**config.mk**
```make
export PLATFORM = sky130hd
export DESIGN_NAME = distinct_count_sketch_top
export DESIGN_NICKNAME = d
export VERILOG_FILES = /design/src/hw/rtl/dcs_pkg.sv /design/src/hw/rtl/dcs_ctrl.sv /design/src/hw/rtl/dcs_dpath.sv /design/src/hw/rtl/distinct_count_sketch_top.sv
export SDC_FILE = /design/constraint.sdc
export NUM_CORES = 1
export LEC_CHECK = 0
export CAP_MARGIN = 10
export CORE_MARGIN = 2
export CORE_UTILIZATION = 50
export CTS_CLUSTER_DIAMETER = 200
export DETAILED_ROUTE_END_ITERATION = 10
export DONT_BUFFER_PORTS = 1
export RECOVER_POWER = 100
export SYNTH_ARGS = -nofsm -noshare
export SYNTH_HDL_FRONTEND = slang
export SYNTH_SLANG_ARGS = --single-unit
export TNS_END_PERCENT = 30
```
**constraint.sdc**
```tcl
create_clock -name i_clk -period 13.6 [get_ports i_clk]
set_input_delay 0.68 -clock i_clk [delete_from_list [all_inputs] [get_ports i_clk]]
set_output_delay 0.68 -clock i_clk [all_outputs]
set_load 0.05 [all_outputs]
```
**src/hw/rtl/dcs_pkg.sv**
```systemverilog
// ============================================================================
// dcs_pkg: shared definitions for the distinct count sketch
// Holds the sketch constants, the hash round, the estimate table and the
// controller/datapath command and status types.
// ============================================================================
package dcs_pkg;

    // Sketch bitmap width
    localparam int MAP_BITS = 12;
    // Bits needed to hold a run length of 0..MAP_BITS
    localparam int RUN_W    = $clog2(MAP_BITS + 1);

    // Field widths
    localparam int ITEM_W   = 32;
    localparam int FZ_W     = 4;
    localparam int EST_W    = 13;
    localparam int OUT_W    = FZ_W + EST_W;
    localparam int OUT_TW   = ((OUT_W + 7) / 8) * 8;

    // Hash multiplier and the 0.77351 correction held as a ratio
    localparam logic [31:0] HASH_MUL = 32'h119d_e1f3;
    localparam logic [63:0] PHI_NUM  = 64'd77351;
    localparam logic [63:0] PHI_DEN  = 64'd100000;

    typedef logic [EST_W-1:0] t_est_tab [MAP_BITS+1];

    // Controller states
    typedef enum logic [2:0] {
        ST_IDLE,
        ST_MIX1,
        ST_MIX2,
        ST_MARK,
        ST_EMIT
    } t_state;

    // Controller to datapath commands
    typedef struct packed {
        logic load;   // capture item and last flag
        logic mix;    // one hash round on the shared multiplier
        logic mark;   // final xor-shift and bitmap update
        logic emit;   // load result register and clear bitmap
    } t_cmd;

    // Datapath to controller status
    typedef struct packed {
        logic last;      // captured item ends the stream
        logic out_free;  // result register can take a new result
    } t_stat;

    // One hash round: xor-shift by 16, then multiply with 32-bit wrap
    function automatic logic [31:0] mix_round(input logic [31:0] h);
        logic [31:0] x;
        x = h ^ (h >> 16);
        return x * HASH_MUL;
    endfunction

    // floor(2^r / 0.77351) for r = 0..MAP_BITS, masked to the field width
    function automatic t_est_tab build_est_tab();
        t_est_tab   tab;
        logic [63:0] v;
        for (int r = 0; r <= MAP_BITS; r++) begin
            v      = ((64'd1 << r) * PHI_DEN) / PHI_NUM;
            tab[r] = v[EST_W-1:0];
        end
        return tab;
    endfunction

    localparam t_est_tab EST_TAB = build_est_tab();

endpackage

```
**src/hw/rtl/dcs_ctrl.sv**
```systemverilog
// ============================================================================
// dcs_ctrl: sequencer for the distinct count sketch
// Steps each item through capture, two hash rounds, the bitmap mark and,
// on the last item of a stream, the result emit.
// ============================================================================
module dcs_ctrl (
    input  logic           i_clk,
    input  logic           i_rst_n,
    input  logic           i_in_valid,
    output logic           o_in_ready,
    input  dcs_pkg::t_stat i_stat,
    output dcs_pkg::t_cmd  o_cmd
);

    dcs_pkg::t_state r_state;
    dcs_pkg::t_state n_state;

    // State register
    always_ff @(posedge i_clk) begin
        if (!i_rst_n) begin
            r_state <= dcs_pkg::ST_IDLE;
        end else begin
            r_state <= n_state;
        end
    end

    // Next state
    always_comb begin
        n_state = r_state;
        case (r_state)
            dcs_pkg::ST_IDLE: begin
                if (i_in_valid) n_state = dcs_pkg::ST_MIX1;
            end
            dcs_pkg::ST_MIX1: n_state = dcs_pkg::ST_MIX2;
            dcs_pkg::ST_MIX2: n_state = dcs_pkg::ST_MARK;
            dcs_pkg::ST_MARK: begin
                n_state = i_stat.last ? dcs_pkg::ST_EMIT : dcs_pkg::ST_IDLE;
            end
            dcs_pkg::ST_EMIT: begin
                if (i_stat.out_free) n_state = dcs_pkg::ST_IDLE;
            end
            default: n_state = dcs_pkg::ST_IDLE;
        endcase
    end

    // Outputs
    always_comb begin
        o_cmd      = '0;
        o_in_ready = 1'b0;
        case (r_state)
            dcs_pkg::ST_IDLE: begin
                o_in_ready = 1'b1;
                o_cmd.load = i_in_valid;
            end
            dcs_pkg::ST_MIX1: o_cmd.mix  = 1'b1;
            dcs_pkg::ST_MIX2: o_cmd.mix  = 1'b1;
            dcs_pkg::ST_MARK: o_cmd.mark = 1'b1;
            dcs_pkg::ST_EMIT: o_cmd.emit = i_stat.out_free;
            default: begin
                o_cmd      = '0;
                o_in_ready = 1'b0;
            end
        endcase
    end

endmodule

```
**src/hw/rtl/dcs_dpath.sv**
```systemverilog
// ============================================================================
// dcs_dpath: datapath for the distinct count sketch
// Shared hash multiplier, sketch bitmap, run-length encoder, estimate table
// and the result register.
// ============================================================================
module dcs_dpath (
    input  logic                         i_clk,
    input  logic                         i_rst_n,
    input  dcs_pkg::t_cmd                i_cmd,
    output dcs_pkg::t_stat               o_stat,
    input  logic [dcs_pkg::ITEM_W-1:0]   i_item,
    input  logic                         i_last,
    output logic                         o_out_valid,
    input  logic                         i_out_ready,
    output logic [dcs_pkg::FZ_W-1:0]     o_first_zero,
    output logic [dcs_pkg::EST_W-1:0]    o_estimate
);

    logic [31:0]                   r_hash;
    logic                          r_last;
    logic [dcs_pkg::MAP_BITS-1:0]  r_seen;
    logic                          r_out_valid;
    logic [dcs_pkg::FZ_W-1:0]      r_fz;
    logic [dcs_pkg::EST_W-1:0]     r_est;

    logic [31:0]                   hash_fin;
    logic [dcs_pkg::MAP_BITS-2:0]  low_bits;
    logic [dcs_pkg::MAP_BITS-2:0]  low_iso;
    logic [dcs_pkg::MAP_BITS-1:0]  slot_oh;
    logic [dcs_pkg::MAP_BITS:0]    seen_ext;
    logic [dcs_pkg::MAP_BITS:0]    zero_oh;
    logic [dcs_pkg::RUN_W-1:0]     run;
    logic                          out_free;

    // Slot select: lowest set bit below the top slot, top slot otherwise
    assign hash_fin = r_hash ^ (r_hash >> 16);
    assign low_bits = hash_fin[dcs_pkg::MAP_BITS-2:0];
    assign low_iso  = low_bits & (~low_bits + 1'b1);
    assign slot_oh  = {(low_bits == '0), low_iso};

    // Run of set bits from bit 0: isolate the first clear bit, then encode
    assign seen_ext = {1'b0, r_seen};
    assign zero_oh  = ~seen_ext & (seen_ext + 1'b1);

    always_comb begin
        run = '0;
        for (int i = 0; i <= dcs_pkg::MAP_BITS; i++) begin
            if (zero_oh[i]) run = run | dcs_pkg::RUN_W'(i);
        end
    end

    assign out_free = !r_out_valid || i_out_ready;

    // Item capture and the shared hash round
    always_ff @(posedge i_clk) begin
        if (i_cmd.load) begin
            r_hash <= i_item;
            r_last <= i_last;
        end else if (i_cmd.mix) begin
            r_hash <= dcs_pkg::mix_round(r_hash);
        end
    end

    // Sketch bitmap
    always_ff @(posedge i_clk) begin
        if (!i_rst_n) begin
            r_seen <= '0;
        end else if (i_cmd.emit) begin
            r_seen <= '0;
        end else if (i_cmd.mark) begin
            r_seen <= r_seen | slot_oh;
        end
    end

    // Result register
    always_ff @(posedge i_clk) begin
        if (!i_rst_n) begin
            r_out_valid <= 1'b0;
        end else if (i_cmd.emit) begin
            r_out_valid <= 1'b1;
        end else if (i_out_ready) begin
            r_out_valid <= 1'b0;
        end
    end

    always_ff @(posedge i_clk) begin
        if (i_cmd.emit) begin
            r_fz  <= dcs_pkg::FZ_W'(run);
            r_est <= dcs_pkg::EST_TAB[run];
        end
    end

    assign o_stat.last     = r_last;
    assign o_stat.out_free = out_free;
    assign o_out_valid     = r_out_valid;
    assign o_first_zero    = r_fz;
    assign o_estimate      = r_est;

endmodule

```
**src/hw/rtl/distinct_count_sketch_top.sv**
```systemverilog
// ============================================================================
// distinct_count_sketch_top: Flajolet-Martin distinct count sketch
// Stream in 32-bit items; the item marked tlast closes the stream and
// produces one estimate of the number of distinct items seen.
// ============================================================================
// Each item is hashed (two xor-shift/multiply rounds and a final xor-shift),
// its trailing-zero count picks a bitmap bit, and on the tlast item the run
// of set bits from bit 0 and the matching estimate go out as one result,
// after which the bitmap starts empty again. An ordinary item goes from
// acceptance to the next tready through its capture, two rounds on the single
// shared 32x32 hash multiplier and the bitmap mark. The tlast item then also
// loads the result register, once the previous result no longer waits
// downstream. The result register lets a new stream start while a result
// is pending.
module distinct_count_sketch_top (
    input  logic                           i_clk,
    input  logic                           i_rst_n,
    // tdata: [31:0] item
    input  logic [dcs_pkg::ITEM_W-1:0]     i_s_axis_tdata,
    input  logic                           i_s_axis_tlast,
    input  logic                           i_s_axis_tvalid,
    output logic                           o_s_axis_tready,
    // tdata: [3:0] first_zero, [16:4] estimate, rest zero
    output logic [dcs_pkg::OUT_TW-1:0]     o_m_axis_tdata,
    output logic                           o_m_axis_tvalid,
    input  logic                           i_m_axis_tready
);

    dcs_pkg::t_cmd               cmd;
    dcs_pkg::t_stat              stat;
    logic [dcs_pkg::FZ_W-1:0]    first_zero;
    logic [dcs_pkg::EST_W-1:0]   estimate;

    // Sequencer
    dcs_ctrl u_ctrl (
        .i_clk      (i_clk),
        .i_rst_n    (i_rst_n),
        .i_in_valid (i_s_axis_tvalid),
        .o_in_ready (o_s_axis_tready),
        .i_stat     (stat),
        .o_cmd      (cmd)
    );

    // Hash, bitmap and result
    dcs_dpath u_dpath (
        .i_clk        (i_clk),
        .i_rst_n      (i_rst_n),
        .i_cmd        (cmd),
        .o_stat       (stat),
        .i_item       (i_s_axis_tdata),
        .i_last       (i_s_axis_tlast),
        .o_out_valid  (o_m_axis_tvalid),
        .i_out_ready  (i_m_axis_tready),
        .o_first_zero (first_zero),
        .o_estimate   (estimate)
    );

    // Output packing
    assign o_m_axis_tdata = dcs_pkg::OUT_TW'({estimate, first_zero});

endmodule

```
# --- Yosys cells after proc, flatten, opt, wreduce, memory -nomap -nowiden ---
# Memory sizes are Yosys's and may differ from the RTL's. A register that Yosys moved wholly into a read port is not among the register bits.
# Cells that the tools add are included.
# Widths: inputs -> output; s select.
classes:
  addsub: 2
  n_bitwise: 8
  n_mux: 25
  mul: 1
  reduce_logical: 9
  n_eq_ne: 6
ops:
  columns: ["operator", "n"]
  rows:
  - ["$mux 32", 2]
  - ["$mul 32x29->32 const B", 1]
  - ["$xor 32x16->32", 1]
  - ["$mux 3", 7]
  - ["$mux 4", 5]
  - ["$pmux 3 s5", 1]
  - ["$add 12x1->13 const B", 1]
  - ["$and 13x13->13", 1]
  - ["$not 12->13", 1]
  - ["$or 12x12->12", 1]
  - ["$add 11x1->11 const B", 1]
  - ["$and 11x11->11", 1]
  - ["$logic_not 11->1", 1]
  - ["$not 11->11", 1]
  - ["$mux 1", 8]
  - ["$eq 3x2->1 const B", 2]
  - ["$not 4->5", 1]
  - ["$mux 2", 2]
  - ["$reduce_bool 2->1", 2]
  - ["$reduce_or 2->1", 2]
  - ["$eq 3x1->1 const B", 1]
  - ["$eq 3x3->1 const B", 1]
  - ["$logic_not 3->1", 1]
  - ["$ne 2x1->1 const B", 1]
  - ["other kinds (5)", 5]
totals:
  mem_count: 1
  word_cells: 58
  ff_bits: 53
  mem_bits_ro: 208
  in_bits: 37
  output_inout_bits: 26
memory_table:
  columns: ["memory", "words", "word_bits", "read_ports", "rd_clocked_by_memory_dff", "wr", "line_no", "source"]
  rows:
  - ["(no name shown)", 16, 13, 1, 1, 0, "dcs_dpath.sv:89", "r_est <= dcs_pkg::EST_TAB[run];"]

# --- Longest topological paths before layout ---
# Gate-level depths: netlist of the first run.
depth:
  word_depth: 15
  ltp_mapped: 27
  depth_no_buf: 27

# --- Hierarchy ---
# A second synthesis of the first run with hierarchy kept.
hier_totals:
  hier_cells: 1235
  area_unflattened_um2: 12019.0
by_module_without_submodules:
  columns: ["module", "instances", "cells_per_inst", "area_per_inst_um2", "seq_area_each_um2"]
  rows:
  - ["dcs_dpath", 1, 1207, 11801.3, 1761.7]
  - ["dcs_ctrl", 1, 20, 161.4, 60.1]
  - ["distinct_count_sketch_top", 1, 8, 56.3, 0.0]

# --- Worst setup path after synthesis of the first run ---
# No wires, ideal clock.
synth_path:
  path_type: "register to register"
  startpoint: "register u_dpath.r_hash[26]"
  endpoint: "register u_dpath.r_hash[31], data pin"
  slack_ns: 6.206
  path_buffers: 0
  t_arrival_ns: 7.135
  path_stages_with_launch: 25
  required_time_ns: 13.340
  setup_time_ns: 0.260
  path_cell_list: "edfxtp_1 > xnor2_1 > xnor2_1 > ha_1 > or2_2 > ha_1 > fa_1 > inv_1 > fa_1 > inv_1 > fa_1 > fa_1 > fa_1 > inv_1 > fa_1 > inv_1 > ha_1 > a211oi_1 > o21bai_1 > a21o_2 > a2111o_1 > a41o_1 > a221oi_2 > xnor2_1 > o21ai_1"
synth_via:
  elab_chain_len: 4
synth_rtl:
  columns: ["item", "line_no", "source"]
  rows:
  - ["start: declaration", "dcs_dpath.sv:19", "logic [31:0] r_hash;"]
  - ["start signal: assignment", "dcs_dpath.sv:57", "r_hash <= i_item;"]
  - ["start signal: assignment", "dcs_dpath.sv:60", "r_hash <= dcs_pkg::mix_round(r_hash);"]
  - ["$xor 32x16->32", null, null]
  - ["$mul 32x29->32", "dcs_pkg.sv:54", "return x * HASH_MUL;"]
  - ["$mux 32", "dcs_dpath.sv:59", "end else if (i_cmd.mix) begin"]
  - ["$mux 32", "dcs_dpath.sv:56", "if (i_cmd.load) begin"]
# Every way passes these cells. The select of a mux whose other input is x is not followed.
# A chain may end at the register's enable or synchronous reset.

# --- Worst setup path in the final report of the first run ---
layout_path:
  startpoint: "register u_dpath.r_hash[18]"
  endpoint: "register u_dpath.r_hash[31], data pin"
# Same word-level chain as after synthesis.

==> out/metrics.cfg, run 1 <==
[synthesis]
synth-simple-area-share_pct=6.76
ys_seq_area_share_pct=15.3
synth_top_family_by_area=adder cells
ys_types=62
syn_inst=1219
ys.flop_type=edfxtp_1
syn_avg_cell_area_sq_um=9.78
synth-xor-area-share_pct=7.32
synth_adder_area_share_pct=50.9
ys_seq_elements=66
synth_edf_count=50
netlist_area_sq_um=11900
synthMuxAreaShare_pct=0.0944
synth_compound_area_share_pct=7.48
yosys_warnings=0
async_reset_ff_share_pct=0

[floorplanning]
rows=56
die_h_um=158
initial_core_util_pct=50.8
die_w_um=158
dieArea_sq_um=25100
io_pins=63
core_region_area_sq_um=23500

[final_layout]
drive_above_1_share_pct=3.31
diodes=0
syn2layout_area_growth_pct=5.96
nets=1635
fillers=2127

[min_path]
whs_path_depth=0
worstHoldPathType=in2reg
hold_end=u_dpath.r_last
holdCritStartpoint=i_s_axis_tlast

[clock_network]
cts_buffers=9
cts_root_buffer=clkbuf_16
clockBufferDepth=2
htree_levels=3
clkSinkCount=66
cts_hold_buf=0
insertion_delay_ps=350
cts_resized=0
cts.clk_slew.worst_paths_ps=70
cts_post_setup_buffers_inserted=0
tritoncts=yes

[global_route]
grt_remaining_overflow=0
grt_pass1_wl_mm=48.3
grt_max_degree=33
antenna_found_initial=0
grtUsageTotal_pct=26.6
grt_pass1_vias=8131

[setup_path]
end_kind=flop
crit_required_ps=13670
r2r_slack_ps=5220
reg2reg_from=u_dpath.r_hash[18]
crit_type=reg2reg
max_stage_delay_ps=650
worstPathCellList=xnor2_1 > inv_1 > and2_0 > or2_2 > ha_1 > fa_1 > inv_1 > fa_1 > inv_1 > ha_1 > ha_1 > fa_1 > inv_1 > fa_1 > inv_1 > ha_1 > a21o_1 > a221o_1 > a31oi_1 > a31oi_1 > a41o_1 > a221oi_1 > xnor2_1 > o21ai_1
cpMostUsedCell=inv_1
slowest_stage=xnor2_1
path_buf_inv=5
r2r-end=u_dpath.r_hash[31]
crit_family=adder cells
rr_worst_depth=24
crit_fanout=7
crit_arrival_ps=8450
start_kind=flop

[detailed_routing]
drtAntennaViolNets=0
dr.first_iter.drc_count=543
wl_per_cell_um=19.9
drtPass1Iterations=5
drc=0
routed_wl_mm=30.9
num_vias=7958
via_per_inst=5.11

[timing]
timing.setup.tns_ps=0
rsz0062_at_grt=false
max-slew-margin-rel_pct=-35.7
worst_pin_slew_ps=2040
post-route-min-period_ps=8380
hold_viol_final=0
final-max-slew-violation-count=68
clock-skew-final_ps=14.0
timing.fmax_ghz=0.119
timing.final.crit_share_pct=61.6
setup_viol=0

[placement]
dp_hpwl_mm=26.9
port-buffer-count=0
place.gp.congestion=0.990

[job]
max-cap-violations=3

[outcome]
failed_checks=capacitance limit, slew limit
status=complete, but fails checks

registers in the layout, summed over array words and instances (netlist names):
signal                count
u_ctrl.r_state            3
u_dpath.o_estimate       13
u_dpath.o_first_zero      4
u_dpath.o_out_valid       1
u_dpath.r_hash           32
u_dpath.r_last            1
u_dpath.r_seen           12
synthesized netlist by cell type (all sizes together), types with 11 or more instances:
master / number / area [sq um]
xor2: 35 / 307
nand2: 50 / 188
a21o: 17 / 131
xnor2: 63 / 567
ha: 168 / 2100
dfxtp: 16 / 320
a21oi: 48 / 244
nor2: 66 / 248
edfxtp: 50 / 1500
fa: 198 / 3960
inv: 352 / 1320
o21ai: 33 / 165
clkbuf: 11 / 61.3
cells by family after synthesis:
logic type               Yosys count
AO/OA/AOI/OAI                    140
XOR/XNOR                          98
adder cells (fa/ha/maj)          366
buffers and inverters            372
flip-flops                        66
multiplexers                       1
other                              1
AND/OR/NAND/NOR                  175
layer usage:
layer / global-route usage, % / share of wire, %
met1: 39.1 / 46
met2: 42.4 / 47
met3: 3.62 / 5.7
met4: 5.15 / 1.6
met5: 0 / 0
final cells by class:
type	instances	area (sq um)	area share, %
Clock buffer	10	229	1.81
Clock inverter	6	115	0.911
Inverter	353	1330	10.5
Multi-Input combinational cell	787	8650	68.5
Sequential cell	66	1820	14.4
Tap cell	319	399	3.16
Timing Repair Buffer	15	90.1	0.713
layout by cell type (no fill, tap or decap), types with 3 or more instances in the layout:
cell type    n
and3_1       6
nand2_1     50
a211oi_1     5
a21boi_0     3
xor2_1      35
a21oi_1     47
nor2_1      66
xnor2_1     62
clkbuf_1     7
dfxtp_1     16
nor3b_1      3
o21ai_0     32
fa_1       198
bufinv_16    3
conb_1       7
buf_4        9
inv_1      352
a21o_1      14
o21bai_1     4
nand4_1      7
nor3_1       8
or2_2        4
clkbuf_16    9
a21o_2       3
o21a_1       4
a31oi_1      7
ha_1       168
nand2b_1    10
nand3_1      3
nor2b_1      5
edfxtp_1    50
worst max-delay path by stage:
| stage | start | end | slack [ps] | cells after the start |
|---|---|---|---|---|
| floorplan | u_dpath.r_hash[26] | u_dpath.r_hash[31] | 6210 | 24 |
| global placement | u_dpath.r_hash[19] | u_dpath.r_hash[31] | 5650 | 24 |
| detailed placement | u_dpath.r_hash[19] | u_dpath.r_hash[31] | 5570 | 24 |
| CTS | u_dpath.r_hash[19] | u_dpath.r_hash[31] | 5550 | 24 |
| global route | u_dpath.r_hash[18] | u_dpath.r_hash[31] | 4740 | 24 |
| finish | u_dpath.r_hash[18] | u_dpath.r_hash[31] | 5220 | 24 |
stage by stage:
step	utilization, %	hold slack [ps]	std cells	cell area [sq um]	worst slack (ps)
6_report	53.8	425	1556	12600	5220
5_1_grt	53.8	416	1556	12600	4740
4_1_cts	54.1	420	1556	12700	5550
3_5_place_dp	52.6	479	1540	12300	5570
3_3_place_gp	52.6	468	1540	12300	5650
2_1_floorplan	-	454	1225	11900	6210
Power of run 1 is not shown: default switching activity piles up to over one toggle a cycle in this logic, so the estimate is an artifact.
==> run 2, diff against run 1 <==
Settings changed: PLACE_DENSITY set to 0.68.
Clock period 13.6 ns to 7.4 ns, I/O delays scaled along.
==> run 2 against run 1 <==
The run still ends with capacitance limit, slew limit left. Wire length up 1.2%. Sequential cell count unchanged. Hold slack worse by 310 ps. Via count up 5.0%. Global-route usage about the same. Critical path type unchanged. Highest routed layer unchanged.
==> out/metrics.cfg, run 2 (synthesis gave the netlist of run 1 again) <==
[floorplanning]
rows=56  ; unchanged
initial_core_util_pct=50.8  ; unchanged
core_region_area_sq_um=23500  ; unchanged
die_w_um=158  ; unchanged
dieArea_sq_um=25100  ; unchanged
io_pins=63  ; unchanged
die_h_um=158  ; unchanged

[detailed_routing]
drc=0  ; unchanged
via_per_inst=5.17  ; was 5.11
wl_per_cell_um=19.4  ; was 19.9 um
routed_wl_mm=31.3  ; was 30.9 mm
num_vias=8354  ; was 7,958
dr.first_iter.drc_count=547  ; was 543
drtAntennaViolNets=0  ; unchanged
drtPass1Iterations=5  ; unchanged

[job]
max-cap-violations=2  ; was 3

[timing]
worst_pin_slew_ps=1960  ; was 2040 ps
setup_viol=0  ; unchanged
post-route-min-period_ps=7160  ; was 8380 ps
timing.fmax_ghz=0.140  ; was 0.119 GHz
max-slew-margin-rel_pct=-30.9  ; was -35.7%
clock-skew-final_ps=12.0  ; was 14.0 ps
final-max-slew-violation-count=35  ; was 68
timing.final.crit_share_pct=96.7  ; was 61.6%
hold_ws_ps=112  ; was 425 ps
hold_viol_final=0  ; unchanged

[setup_path]
crit_fanout=6  ; was 7
end_kind=flop  ; unchanged
rr_worst_depth=23  ; was 24
crit_type=reg2reg  ; unchanged
crit_required_ps=7480  ; was 13,670 ps
crit_arrival_ps=7240  ; was 8450 ps
start_kind=flop  ; unchanged

[clock_network]
tritoncts=yes  ; unchanged
clockBufferDepth=2  ; unchanged
insertion_delay_ps=350  ; about the same
clkSinkCount=66  ; unchanged
cts_root_buffer=clkbuf_16  ; unchanged
cts.clk_slew.worst_paths_ps=70  ; about the same
htree_levels=3  ; unchanged
cts_buffers=9  ; unchanged

[final_layout]
top_register=u_dpath.r_hash  ; unchanged
nets=1694  ; was 1,635
most-common-layout-cells=inv_1, fa_1, ha_1  ; unchanged
final_area_sq_um=13200  ; was 12,600 sq um
diodes=0  ; unchanged
largest_reg_flops=32  ; unchanged
final_common_cell=inv_1  ; unchanged
syn2layout_area_growth_pct=10.9  ; was 5.96%
drive_above_1_share_pct=9.95  ; was 3.31%

[placement]
place.gp.congestion=0.976  ; was 0.990
place_area_sq_um=12600  ; was 12,300 sq um
dp_hpwl_mm=27.3  ; was 26.9 mm
port-buffer-count=0  ; unchanged

[global_route]
grt_pass1_vias=8418  ; was 8,131
grtUsageTotal_pct=26.5  ; was 26.6%
grt_remaining_overflow=0  ; unchanged
grt_pass1_wl_mm=48.4  ; was 48.3 mm
grt_max_degree=37  ; was 33
antenna_found_initial=0  ; unchanged

[outcome]
status=complete, but fails checks  ; unchanged
failed_checks=capacitance limit, slew limit  ; unchanged

[min_path]
whs_path_depth=0  ; unchanged
worstHoldPathType=in2reg  ; unchanged

run 2: changes by cell type in the layout (fill, tap and decap cells not counted), moves of 3 or more:
cell and change:
xor2_2 +6, inv_1 -4, buf_4 +60, inv_2 +3
clkbuf_1 -3, xnor2_1 -4, xor2_1 -7, xnor2_2 +3
run 2: routing by layer:
| metal | part of all wire, % | track usage, % | up-vias | wire (um) |
|---|---|---|---|---|
| li1 | - | - | 3895 | - |
| met1 | 44 | 37.5 | 4108 | 13700 |
| met2 | 47 | 43.3 | 300 | 14800 |
| met3 | 5.6 | 3.08 | 51 | 1750 |
| met4 | 3.3 | 7.76 | 0 | 1050 |
| met5 | 0 | 0 | - | 0 |
run 2: final timing paths:
kind                      start                 end  slack (ps)
min reg2reg   u_dpath.r_seen[7]   u_dpath.r_seen[7]         500
min              i_s_axis_tlast      u_dpath.r_last         110
max reg2reg  u_dpath.r_hash[17]  u_dpath.r_hash[31]         240
max          u_dpath.r_hash[17]  u_dpath.r_hash[31]         240
run 2: repair_timing:
item | 4_1_cts | 5_1_grt
hold endpoints to repair | 0 | 0
gates cloned | 0 | 0
gates resized for setup | 2 | 27
endpoints found under the setup margin | 3 | 11
setup buffers | 0 | 20
hold buffers | 0 | 0
pin swaps | 0 | 13
run 2: metrics by stage:
step / instances / setup WS [ps] / util [%] / TNS, ps
after CTS: 1595 / 27.5 / 55.2 / 0
after floorplan: 1225 / 5.64 / - / 0
after global routing: 1615 / -15.2 / 56.3 / -18.0
final: 1615 / 241 / 56.3 / 0
after global placement: 1579 / -19.2 / 53.8 / -19.2
after detailed placement: 1579 / -127 / 53.8 / -264
run 2: critical path, cell delays in order (launching register included):
cell and delay [ps]:
edfxtp_1 460, buf_4 250, inv_1 150, fa_1 620
inv_1 70, ha_1 330, inv_1 70, fa_1 510
fa_1 520, inv_1 50, fa_1 590, fa_1 480
fa_1 530, inv_1 60, fa_1 480, inv_1 50
ha_1 340, nand2_1 90, a211oi_1 60, a2111o_1 430
a41o_1 250, a221oi_2 270, xnor2_1 140, o21ai_1 70
run 2: final cells by class:
class | count | area (sq um)
clock buffers | 9 | 225
clock inverters | 7 | 76.3
fillers | 2027 | 10200
inverters | 353 | 1330
multi-input cells | 787 | 8830
flip-flops and latches | 66 | 1820
well taps | 319 | 399
repair buffers | 74 | 544
Power of run 2 is left out for the same reason.
